$ cat src/rtl/core/firs_pkg.sv
// Shared types, constants and the coefficient function for the saturating FIR filter.
// Used by the sequencer, the coefficient ROM, the MAC datapath and the top level.
// No dependencies.
`default_nettype none

package firs_pkg;

  // Sample format on both channels.
  localparam int SAMPLE_W = 16;

  // Default filter size and coefficient precision (Q1.15).
  localparam int DEFAULT_TAPS           = 63;
  localparam int DEFAULT_COEF_FRAC_BITS = 15;

  // Bandpass coefficients in units of 1e-7, symmetric, centred near 5 kHz.
  localparam int TABLE_LEN = 63;
  localparam longint DEC_SCALE = 10000000;

  localparam int COEF_DEC [TABLE_LEN] = '{
    730925, 1005570, -1322851, 954512, 754908,
    915603, 366887, -113547, -512040, -602071,
    -419634, -59188, 298679, 497159, 453203,
    197406, -152828, -427857, -494711, -323446,
    8235, 340080, 511223, 433663, 142687,
    -223644, -484856, -508951, -287151, 78560,
    407296, 536207, 407296, 78560, -287151,
    -508951, -484856, -223644, 142687, 433663,
    511223, 340080, 8235, -323446, -494711,
    -427857, -152828, 197406, 453203, 497159,
    298679, -59188, -419634, -602071, -512040,
    -113547, 366887, 915603, 754908, 954512,
    -1322851, 1005570, 730925
  };

  // Control that travels with one tap through the MAC pipeline.
  typedef struct packed {
    logic valid;     // a tap is issued this cycle
    logic first;     // first tap of a sample: restart the accumulator
    logic last;      // last tap of a sample
    logic use_x;     // tap zero: take the new sample instead of memory data
    logic in_range;  // the delay-line entry has been written since reset
  } tap_ctl_t;

  // Coefficient k in fixed point with frac_bits fractional bits, rounded to
  // nearest with ties away from zero. Taps past the table are zero. Evaluated
  // at elaboration only.
  function automatic longint coef_q(input int k, input int frac_bits);
    longint mag;
    longint num;
    longint q;
    if (k >= TABLE_LEN) begin
      return 0;
    end
    mag = (COEF_DEC[k] < 0) ? -longint'(COEF_DEC[k]) : longint'(COEF_DEC[k]);
    num = mag << frac_bits;
    q   = (2 * num + DEC_SCALE) / (2 * DEC_SCALE);
    return (COEF_DEC[k] < 0) ? -q : q;
  endfunction

endpackage

`default_nettype wire

$ cat src/rtl/core/firs_ram.sv
// Generic single-port-write, single-port-read synchronous RAM with registered read.
// Holds the delay line of the FIR filter. No dependencies.
`default_nettype none

module firs_ram #(
  parameter int WIDTH = 16,
  parameter int DEPTH = 62,
  localparam int AW = (DEPTH > 1) ? $clog2(DEPTH) : 1
) (
  input  wire logic             clk,
  input  wire logic             we,
  input  wire logic [AW-1:0]    waddr,
  input  wire logic [WIDTH-1:0] wdata,
  input  wire logic [AW-1:0]    raddr,
  output logic      [WIDTH-1:0] rdata
);

  logic [WIDTH-1:0] mem [DEPTH];

  // Write port and registered read port.
  always_ff @(posedge clk) begin
    if (we) begin
      mem[waddr] <= wdata;
    end
    rdata <= mem[raddr];
  end

endmodule

`default_nettype wire

$ cat src/rtl/core/firs_coef_rom.sv
// Coefficient ROM of the FIR filter with a registered read, one tap per cycle.
// Depends on firs_pkg for the coefficient table and its rounding function.
`default_nettype none

module firs_coef_rom
  import firs_pkg::*;
#(
  parameter int TAPS           = DEFAULT_TAPS,
  parameter int COEF_FRAC_BITS = DEFAULT_COEF_FRAC_BITS,
  localparam int K_W    = $clog2(TAPS),
  localparam int COEF_W = COEF_FRAC_BITS + 1
) (
  input  wire logic                     clk,
  input  wire logic        [K_W-1:0]    addr,
  output logic signed      [COEF_W-1:0] coef
);

  logic signed [COEF_W-1:0] rom [TAPS];

  // Constant contents, worked out at elaboration.
  for (genvar g = 0; g < TAPS; g++) begin : g_rom
    assign rom[g] = COEF_W'(coef_q(g, COEF_FRAC_BITS));
  end

  // Registered read, aligned with the delay-line memory.
  always_ff @(posedge clk) begin
    coef <= rom[addr];
  end

endmodule

`default_nettype wire

$ cat src/rtl/core/firs_mac.sv
// Multiply-accumulate datapath of the FIR filter: operand select, product
// register, accumulator, then truncation toward zero and saturation.
// Depends on firs_pkg for tap_ctl_t and the sample width.
`default_nettype none

module firs_mac
  import firs_pkg::*;
#(
  parameter int TAPS           = DEFAULT_TAPS,
  parameter int COEF_FRAC_BITS = DEFAULT_COEF_FRAC_BITS,
  localparam int COEF_W = COEF_FRAC_BITS + 1,
  localparam int PROD_W = SAMPLE_W + COEF_W,
  localparam int ACC_W  = PROD_W + $clog2(TAPS)
) (
  input  wire logic                       clk,
  input  wire logic                       rst,
  input  wire tap_ctl_t                   issue,
  input  wire logic signed [SAMPLE_W-1:0] x,
  input  wire logic signed [SAMPLE_W-1:0] ram_q,
  input  wire logic signed [COEF_W-1:0]   coef,
  output logic                            done,
  output logic signed      [SAMPLE_W-1:0] result
);

  localparam logic signed [ACC_W-1:0] BIAS    = ACC_W'((2 ** COEF_FRAC_BITS) - 1);
  localparam logic signed [ACC_W-1:0] SAT_MAX = ACC_W'((2 ** (SAMPLE_W - 1)) - 1);
  localparam logic signed [ACC_W-1:0] SAT_MIN = ACC_W'(-(2 ** (SAMPLE_W - 1)));

  tap_ctl_t                   ctl1;
  tap_ctl_t                   ctl2;
  logic signed [SAMPLE_W-1:0] operand;
  logic signed [PROD_W-1:0]   prod_c;
  logic signed [PROD_W-1:0]   prod;
  logic signed [ACC_W-1:0]    acc;
  logic signed [ACC_W-1:0]    biased;
  logic signed [ACC_W-1:0]    shifted;

  // Control follows the memory read, then the product register.
  always_ff @(posedge clk) begin
    if (rst) begin
      ctl1 <= '0;
      ctl2 <= '0;
      done <= 1'b0;
    end else begin
      ctl1 <= issue;
      ctl2 <= ctl1;
      done <= ctl2.valid & ctl2.last;
    end
  end

  // Operand select: new sample for tap zero, zero for entries older than reset.
  always_comb begin
    if (ctl1.use_x) begin
      operand = x;
    end else if (ctl1.in_range) begin
      operand = ram_q;
    end else begin
      operand = '0;
    end
  end

  assign prod_c = operand * coef;

  // Product register and accumulator.
  always_ff @(posedge clk) begin
    prod <= prod_c;
    if (ctl2.valid) begin
      if (ctl2.first) begin
        acc <= ACC_W'(prod);
      end else begin
        acc <= acc + ACC_W'(prod);
      end
    end
  end

  // Divide by the coefficient scale, truncating toward zero, then saturate.
  assign biased  = acc[ACC_W-1] ? acc + BIAS : acc;
  assign shifted = biased >>> COEF_FRAC_BITS;

  always_comb begin
    if (shifted > SAT_MAX) begin
      result = SAT_MAX[SAMPLE_W-1:0];
    end else if (shifted < SAT_MIN) begin
      result = SAT_MIN[SAMPLE_W-1:0];
    end else begin
      result = shifted[SAMPLE_W-1:0];
    end
  end

endmodule

`default_nettype wire

$ cat src/rtl/core/firs_seq.sv
// Tap sequencer of the FIR filter: input handshake, circular write pointer and
// fill count of the delay line, tap addresses and result hand-off.
// Depends on firs_pkg for tap_ctl_t and the sample width.
`default_nettype none

module firs_seq
  import firs_pkg::*;
#(
  parameter int TAPS = DEFAULT_TAPS,
  localparam int DEPTH  = TAPS - 1,
  localparam int ADDR_W = (DEPTH > 1) ? $clog2(DEPTH) : 1,
  localparam int K_W    = $clog2(TAPS)
) (
  input  wire logic                       clk,
  input  wire logic                       rst,
  input  wire logic                       s_tvalid,
  output logic                            s_tready,
  input  wire logic signed [SAMPLE_W-1:0] s_tdata,
  output logic signed      [SAMPLE_W-1:0] x,
  output logic             [ADDR_W-1:0]   raddr,
  output logic             [ADDR_W-1:0]   waddr,
  output logic                            we,
  output logic             [K_W-1:0]      coef_addr,
  output tap_ctl_t                        issue,
  input  wire logic                       mac_done,
  input  wire logic                       out_free,
  output logic                            load
);

  typedef enum logic [3:0] {
    S_IDLE  = 4'b0001,
    S_RUN   = 4'b0010,
    S_DRAIN = 4'b0100,
    S_HOLD  = 4'b1000
  } state_t;

  localparam logic [ADDR_W-1:0] LAST_ADDR = ADDR_W'(DEPTH - 1);
  localparam logic [K_W-1:0]    LAST_TAP  = K_W'(TAPS - 1);
  localparam logic [K_W-1:0]    FULL      = K_W'(DEPTH);

  state_t            state;
  state_t            state_next;
  logic [K_W-1:0]    k;
  logic [K_W-1:0]    fill;
  logic [ADDR_W-1:0] wp;
  logic [ADDR_W-1:0] rp;
  logic              last_d;
  logic              accept;

  assign s_tready  = (state == S_IDLE);
  assign accept    = s_tvalid & s_tready;
  assign raddr     = rp;
  assign waddr     = wp;
  assign we        = last_d;
  assign coef_addr = k;

  // Tap issued this cycle.
  always_comb begin
    issue.valid    = (state == S_RUN);
    issue.first    = (k == '0);
    issue.last     = (k == LAST_TAP);
    issue.use_x    = (k == '0);
    issue.in_range = (k <= fill);
  end

  // Result hand-off to the output register.
  assign load = ((state == S_DRAIN) && mac_done && out_free) ||
                ((state == S_HOLD) && out_free);

  // Next state.
  always_comb begin
    state_next = state;
    unique case (state)
      S_IDLE: begin
        if (accept) begin
          state_next = S_RUN;
        end
      end
      S_RUN: begin
        if (k == LAST_TAP) begin
          state_next = S_DRAIN;
        end
      end
      S_DRAIN: begin
        if (mac_done) begin
          state_next = out_free ? S_IDLE : S_HOLD;
        end
      end
      S_HOLD: begin
        if (out_free) begin
          state_next = S_IDLE;
        end
      end
      default: state_next = S_IDLE;
    endcase
  end

  // Control registers: state, tap counter, pointers and fill count.
  always_ff @(posedge clk) begin
    if (rst) begin
      state  <= S_IDLE;
      k      <= '0;
      fill   <= '0;
      wp     <= '0;
      last_d <= 1'b0;
    end else begin
      state  <= state_next;
      last_d <= issue.valid & issue.last;
      if (state == S_RUN) begin
        k <= (k == LAST_TAP) ? '0 : k + 1'b1;
      end
      // The new sample replaces the oldest entry once its last read is done.
      if (last_d) begin
        wp <= (wp == LAST_ADDR) ? '0 : wp + 1'b1;
        if (fill != FULL) begin
          fill <= fill + 1'b1;
        end
      end
    end
  end

  // Latched sample and read pointer walking back from the newest entry.
  always_ff @(posedge clk) begin
    if (accept) begin
      x  <= s_tdata;
      rp <= (wp == '0) ? LAST_ADDR : wp - 1'b1;
    end else if ((state == S_RUN) && (k != '0)) begin
      rp <= (rp == '0) ? LAST_ADDR : rp - 1'b1;
    end
  end

endmodule

`default_nettype wire

$ cat src/rtl/core/fir_filter_int16_saturating.sv
// Direct-form FIR filter for signed 16-bit samples, with saturated 16-bit output.
// Top level; depends on firs_pkg, firs_seq, firs_ram, firs_coef_rom and firs_mac.
//
// Usage: one sample enters per request on the s_ channel and exactly one
// filtered sample leaves per request on the m_ channel, in order. A request
// moves on a rising edge at which tvalid and tready are both high.
// Each sample is worked through one multiply-accumulate per tap, with the
// coefficient ROM and the delay-line memory each read once per cycle, then
// through the read, product and accumulate stages and the hand-off to the
// output register. One sample is worked on at a time: a new sample is taken
// only once the result of the last one has been handed off.
// The delay line sits in a circular memory of TAPS - 1 entries; a fill count
// makes entries not yet written since reset read as zero, so reset takes
// effect at once and needs no clearing pass.
// Reset clears the fill count, the write pointer, the sequencer and the output
// valid. When the receiver stalls, the finished sample waits in the output
// register; the next input sample is still taken and filtered, and its result
// waits inside the block until the output register is free.
`default_nettype none

module fir_filter_int16_saturating
  import firs_pkg::*;
#(
  parameter int TAPS           = DEFAULT_TAPS,
  parameter int COEF_FRAC_BITS = DEFAULT_COEF_FRAC_BITS
) (
  input  wire logic                       clk,
  input  wire logic                       rst,
  input  wire logic                       s_tvalid,
  output logic                            s_tready,
  input  wire logic signed [SAMPLE_W-1:0] s_tdata,   // [15:0] sample_in
  output logic                            m_tvalid,
  input  wire logic                       m_tready,
  output logic signed      [SAMPLE_W-1:0] m_tdata    // [15:0] sample_out
);

  localparam int DEPTH  = TAPS - 1;
  localparam int ADDR_W = (DEPTH > 1) ? $clog2(DEPTH) : 1;
  localparam int K_W    = $clog2(TAPS);
  localparam int COEF_W = COEF_FRAC_BITS + 1;

  tap_ctl_t                   issue;
  logic signed [SAMPLE_W-1:0] x;
  logic        [ADDR_W-1:0]   raddr;
  logic        [ADDR_W-1:0]   waddr;
  logic                       we;
  logic        [K_W-1:0]      coef_addr;
  logic        [SAMPLE_W-1:0] ram_q;
  logic signed [COEF_W-1:0]   coef;
  logic                       mac_done;
  logic                       out_free;
  logic                       load;
  logic signed [SAMPLE_W-1:0] result;

  assign out_free = ~m_tvalid | m_tready;

  // Sequencer.
  firs_seq #(
    .TAPS (TAPS)
  ) u_seq (
    .clk       (clk),
    .rst       (rst),
    .s_tvalid  (s_tvalid),
    .s_tready  (s_tready),
    .s_tdata   (s_tdata),
    .x         (x),
    .raddr     (raddr),
    .waddr     (waddr),
    .we        (we),
    .coef_addr (coef_addr),
    .issue     (issue),
    .mac_done  (mac_done),
    .out_free  (out_free),
    .load      (load)
  );

  // Delay-line memory.
  firs_ram #(
    .WIDTH (SAMPLE_W),
    .DEPTH (DEPTH)
  ) u_delay_ram (
    .clk   (clk),
    .we    (we),
    .waddr (waddr),
    .wdata (x),
    .raddr (raddr),
    .rdata (ram_q)
  );

  // Coefficient ROM.
  firs_coef_rom #(
    .TAPS           (TAPS),
    .COEF_FRAC_BITS (COEF_FRAC_BITS)
  ) u_coef_rom (
    .clk  (clk),
    .addr (coef_addr),
    .coef (coef)
  );

  // Multiply-accumulate and saturation.
  firs_mac #(
    .TAPS           (TAPS),
    .COEF_FRAC_BITS (COEF_FRAC_BITS)
  ) u_mac (
    .clk    (clk),
    .rst    (rst),
    .issue  (issue),
    .x      (x),
    .ram_q  (ram_q),
    .coef   (coef),
    .done   (mac_done),
    .result (result)
  );

  // Output register.
  always_ff @(posedge clk) begin
    if (rst) begin
      m_tvalid <= 1'b0;
    end else if (load) begin
      m_tvalid <= 1'b1;
    end else if (m_tready) begin
      m_tvalid <= 1'b0;
    end
  end

  always_ff @(posedge clk) begin
    if (load) begin
      m_tdata <= result;
    end
  end

endmodule

`default_nettype wire

$ cat config.mk
export PLATFORM = sky130hd
export DESIGN_NAME = fir_filter_int16_saturating
export DESIGN_NICKNAME = d
export VERILOG_FILES = /design/src/rtl/core/firs_pkg.sv /design/src/rtl/core/firs_ram.sv /design/src/rtl/core/firs_coef_rom.sv /design/src/rtl/core/firs_mac.sv /design/src/rtl/core/firs_seq.sv /design/src/rtl/core/fir_filter_int16_saturating.sv
export SDC_FILE = /design/constraint.sdc
export NUM_CORES = 2
export LEC_CHECK = 0
export ABC_CLOCK_PERIOD_IN_PS = 9700
export BUFFER_PORTS_ARGS = -buffer_cell sky130_fd_sc_hd__buf_2
export CAP_MARGIN = 0
export CORE_ASPECT_RATIO = 0.9
export CORE_MARGIN = 1.5
export CORE_UTILIZATION = 35
export CTS_CLUSTER_SIZE = 12
export DETAILED_ROUTE_END_ITERATION = 12
export PLACE_DENSITY = 0.61
export SYNTH_ARGS = -nofsm -noshare
export SYNTH_HDL_FRONTEND = slang
export SYNTH_SLANG_ARGS = --single-unit
$ cat constraint.sdc
create_clock -name clk -period 9.7 [get_ports clk]
set_clock_uncertainty 0.2 [all_clocks]
set_input_delay 0.97 -clock clk [delete_from_list [all_inputs] [get_ports clk]]
set_output_delay 0.97 -clock clk [all_outputs]
set_load 0.005 [all_outputs]
==> impl_metrics.ini <==
[yosys]
synth-async-reset-ratio = 0
syn_nets = 4120
synth_area_per_cell_sq_um = 15.6
synth.distinct_cells = 80
ys_seq_elements = 1162
netlist_area_sq_mm = 0.0575
yosysWarnings = 0
syn-instance-count = 3696
synth_seq_area_share = 0.590
synth_edf_count = 1068
ys.flop_type = edfxtp_1

[critical_path]
cp_slowest_cell = fa_1
path_class = reg2reg
r2r_slack_ns = 2.13
worst_r2r_startpoint = u_mac.ctl1[3]$_SDFF_PP0_
timing.rr.end = u_mac.prod[31]$_DFF_P_
startpoint_type = flop
slowest_delay_ns = 0.91
crit_end = u_mac.prod[31]$_DFF_P_
worstPathArrival_ns = 7.93
worstPathCellList = nor2b_1 > buf_4 > a22o_1 > nand2_1 > inv_1 > fa_1 > fa_1 > fa_1 > fa_1 > fa_1 > inv_1 > fa_1 > inv_1 > ha_1 > nand4_1 > nor3_1 > a2111oi_2 > or4_4 > a311oi_2 > xnor2_1
cp.required_ns = 10.06
critPathMaxFanout = 24
crit_start = u_mac.ctl1[3]$_SDFF_PP0_
cp-end-kind = flop
cpMostUsedCell = fa_1
r2r_cells = 20

[timing]
timing.hold.ws_ns = 0.212
fin_crit_sh = 0.780
finalHoldViolations = 0
finalCriticalPeriod_ns = 7.57
fmax_mhz = 132
slew_headroom = 0.224
slew_violations = 0
finalSetupViolCount = 0
worst_slew_pin_slew_ns = 1.16
setup_tns_ns = 0
rsz0062_at_grt = false

[final_layout]
final_cell_mix = edfxtp_1 (1,068), inv_1 (323), mux4_2 (303), fa_1 (257), nand2_1 (234)
post-route-util = 0.393
nFillCells = 14800
final_common_cell = edfxtp_1
final_layout_size_suffix_gt1_frac = 0.163
nets = 4192
syn_to_final_growth_pct = 11.0

[cts]
htree_num_levels = 3
cts_sinks = 1162
ctsResizeCount = 0
cts_max_path_buffers = 3
postCtsSetupBuffers = 0
cts_buffers = 112
cts.clk_slew.worst_paths_ns = 0.06
cts_tree = built
ctsHoldBuffers = 0
clk_latency_ns = 0.73
root_buffer = clkbuf_16

[detailed_routing]
wl_per_cell_um = 22.6
viasPerCell = 5.27
ant_nets = 0
vias = 31500
drc = 0
drt_iter0_markers = 2995
wirelength_um = 135000
drt_pass1_iterations = 5

[pwr]
ir_drop_v = 0.000461
p_total_mw = 20.3
p_per_area_mw_per_mm2 = 318
p_leak_nw = 22.3

[global_route]
track_usage = 0.162
antenna_found_initial = 4
grt_max_degree = 112
grt_pass1_wl_um = 205000
grt_pass1_vias = 32100
grt.overflow.total = 0

[die]
die_h_um = 388
die_area_sq_mm = 0.167
pin_count = 38
coreArea_sq_mm = 0.163
start_util = 0.354
die_width_um = 430
fp-row-count = 140

[worst_hold_path]
hp-class = reg2reg
worstHoldStart = u_mac.ctl2[2]$_SDFF_PP0_

[placed_design]
port_buffers = 37
place_congestion = 0.841
hpwl_um = 86600

[run_status]
outcome = complete, no violations

[flow_run]
max_cap_violations = 0
[power by group]
part	switching (mW)	internal (mW)	leakage, nW
Clock	1.85	2.24	1.60
Combinational	5.82	4.46	10.3
Sequential	0.110	5.84	10.4
Total	7.78	12.5	22.3
[cell families (layout without fill, tap and decap cells)]
group           count (synthesis)  in the layout  share of synthesized area
other cells                     0              2                          0
xor+xnor                       85             85                     0.0129
fa+ha+maj                     404            404                      0.121
buf+inv                       502            652                     0.0335
mux                           358            358                      0.129
simple gates                  755            755                     0.0632
flops                        1162           1162                      0.590
compound gates                430            430                     0.0502
[sequential cells by signal, indices dropped and copies added (netlist names), 3 cells and up]
signal             cells
u_delay_ram.mem      992
u_mac.acc             38
u_mac.prod            32
m_tdata               16
u_delay_ram.rdata     16
u_seq.x               16
u_coef_rom.coef       14
u_seq.coef_addr        6
u_seq.fill             6
u_seq.raddr            6
u_seq.waddr            6
u_mac.ctl1             4
u_seq.state            4
u_mac.ctl2             3
[metal layers]
layer | track usage | part of all wire | vias up | wire length (um)
li1 | - | - | 14000 | -
met1 | 0.231 | 0.45 | 16600 | 60400
met2 | 0.265 | 0.48 | 848 | 64900
met3 | 0.0214 | 0.054 | 167 | 7250
met4 | 0.0350 | 0.018 | 0 | 2500
met5 | 0 | 0 | - | 0
[synth_stat cells, drive strengths merged (55+ instances only)]
cell type	number	area (sq um)
and2	105	657
dfxtp	94	1880
a21oi	100	504
buf	63	280
inv	323	1210
ha	147	1840
nand2	234	878
clkbuf	112	420
o21ai	90	454
nor2	192	721
edfxtp	1068	32100
xnor2	55	482
fa	257	5140
mux4	303	6820
[stage by stage]
stage	instance area [sq um]	cells	setup WS, ns
2_1_floorplan	57500	3696	2.52
3_3_place_gp	60500	5784	2.23
3_5_place_dp	60500	5784	2.16
4_1_cts	63800	5976	2.12
5_1_grt	63800	5976	1.64
6_report	63800	5978	2.13
[worst min path at each step]
stage | slack (ns) | depth (start not counted) | endpoint
floorplan | 0.20 | 2 | u_mac.done$_SDFF_PP0_
global placement | 0.22 | 2 | u_mac.done$_SDFF_PP0_
detailed placement | 0.21 | 2 | u_mac.done$_SDFF_PP0_
CTS | 0.17 | 1 | u_seq.x[14]$_DFFE_PP_
global route | 0.18 | 1 | u_seq.x[11]$_DFFE_PP_
finish | 0.21 | 2 | u_mac.done$_SDFF_PP0_
[cell type report]
cell class | count | area (sq um) | area share
Clock buffer | 177 | 3140 | 0.0492
Multi-Input combinational cell | 2032 | 21700 | 0.340
Clock inverter | 15 | 209 | 0.00327
Timing Repair Buffer | 133 | 943 | 0.0148
Tap cell | 2130 | 2670 | 0.0417
Sequential cell | 1162 | 34000 | 0.532
Antenna cell | 2 | 5.00 | 0.0000784
Inverter | 327 | 1230 | 0.0192
[worst max-delay path, delay by kind of cell (launching register included)]
| family | cells | cell delay, ns |
|---|---|---|
| flops | 1 | 0.79 |
| xor+xnor | 1 | 0.09 |
| compound gates | 3 | 0.75 |
| fa+ha+maj | 7 | 3.92 |
| buf+inv | 4 | 0.43 |
| simple gates | 5 | 1.23 |
Note: power is estimated with default switching activity, not from simulation.
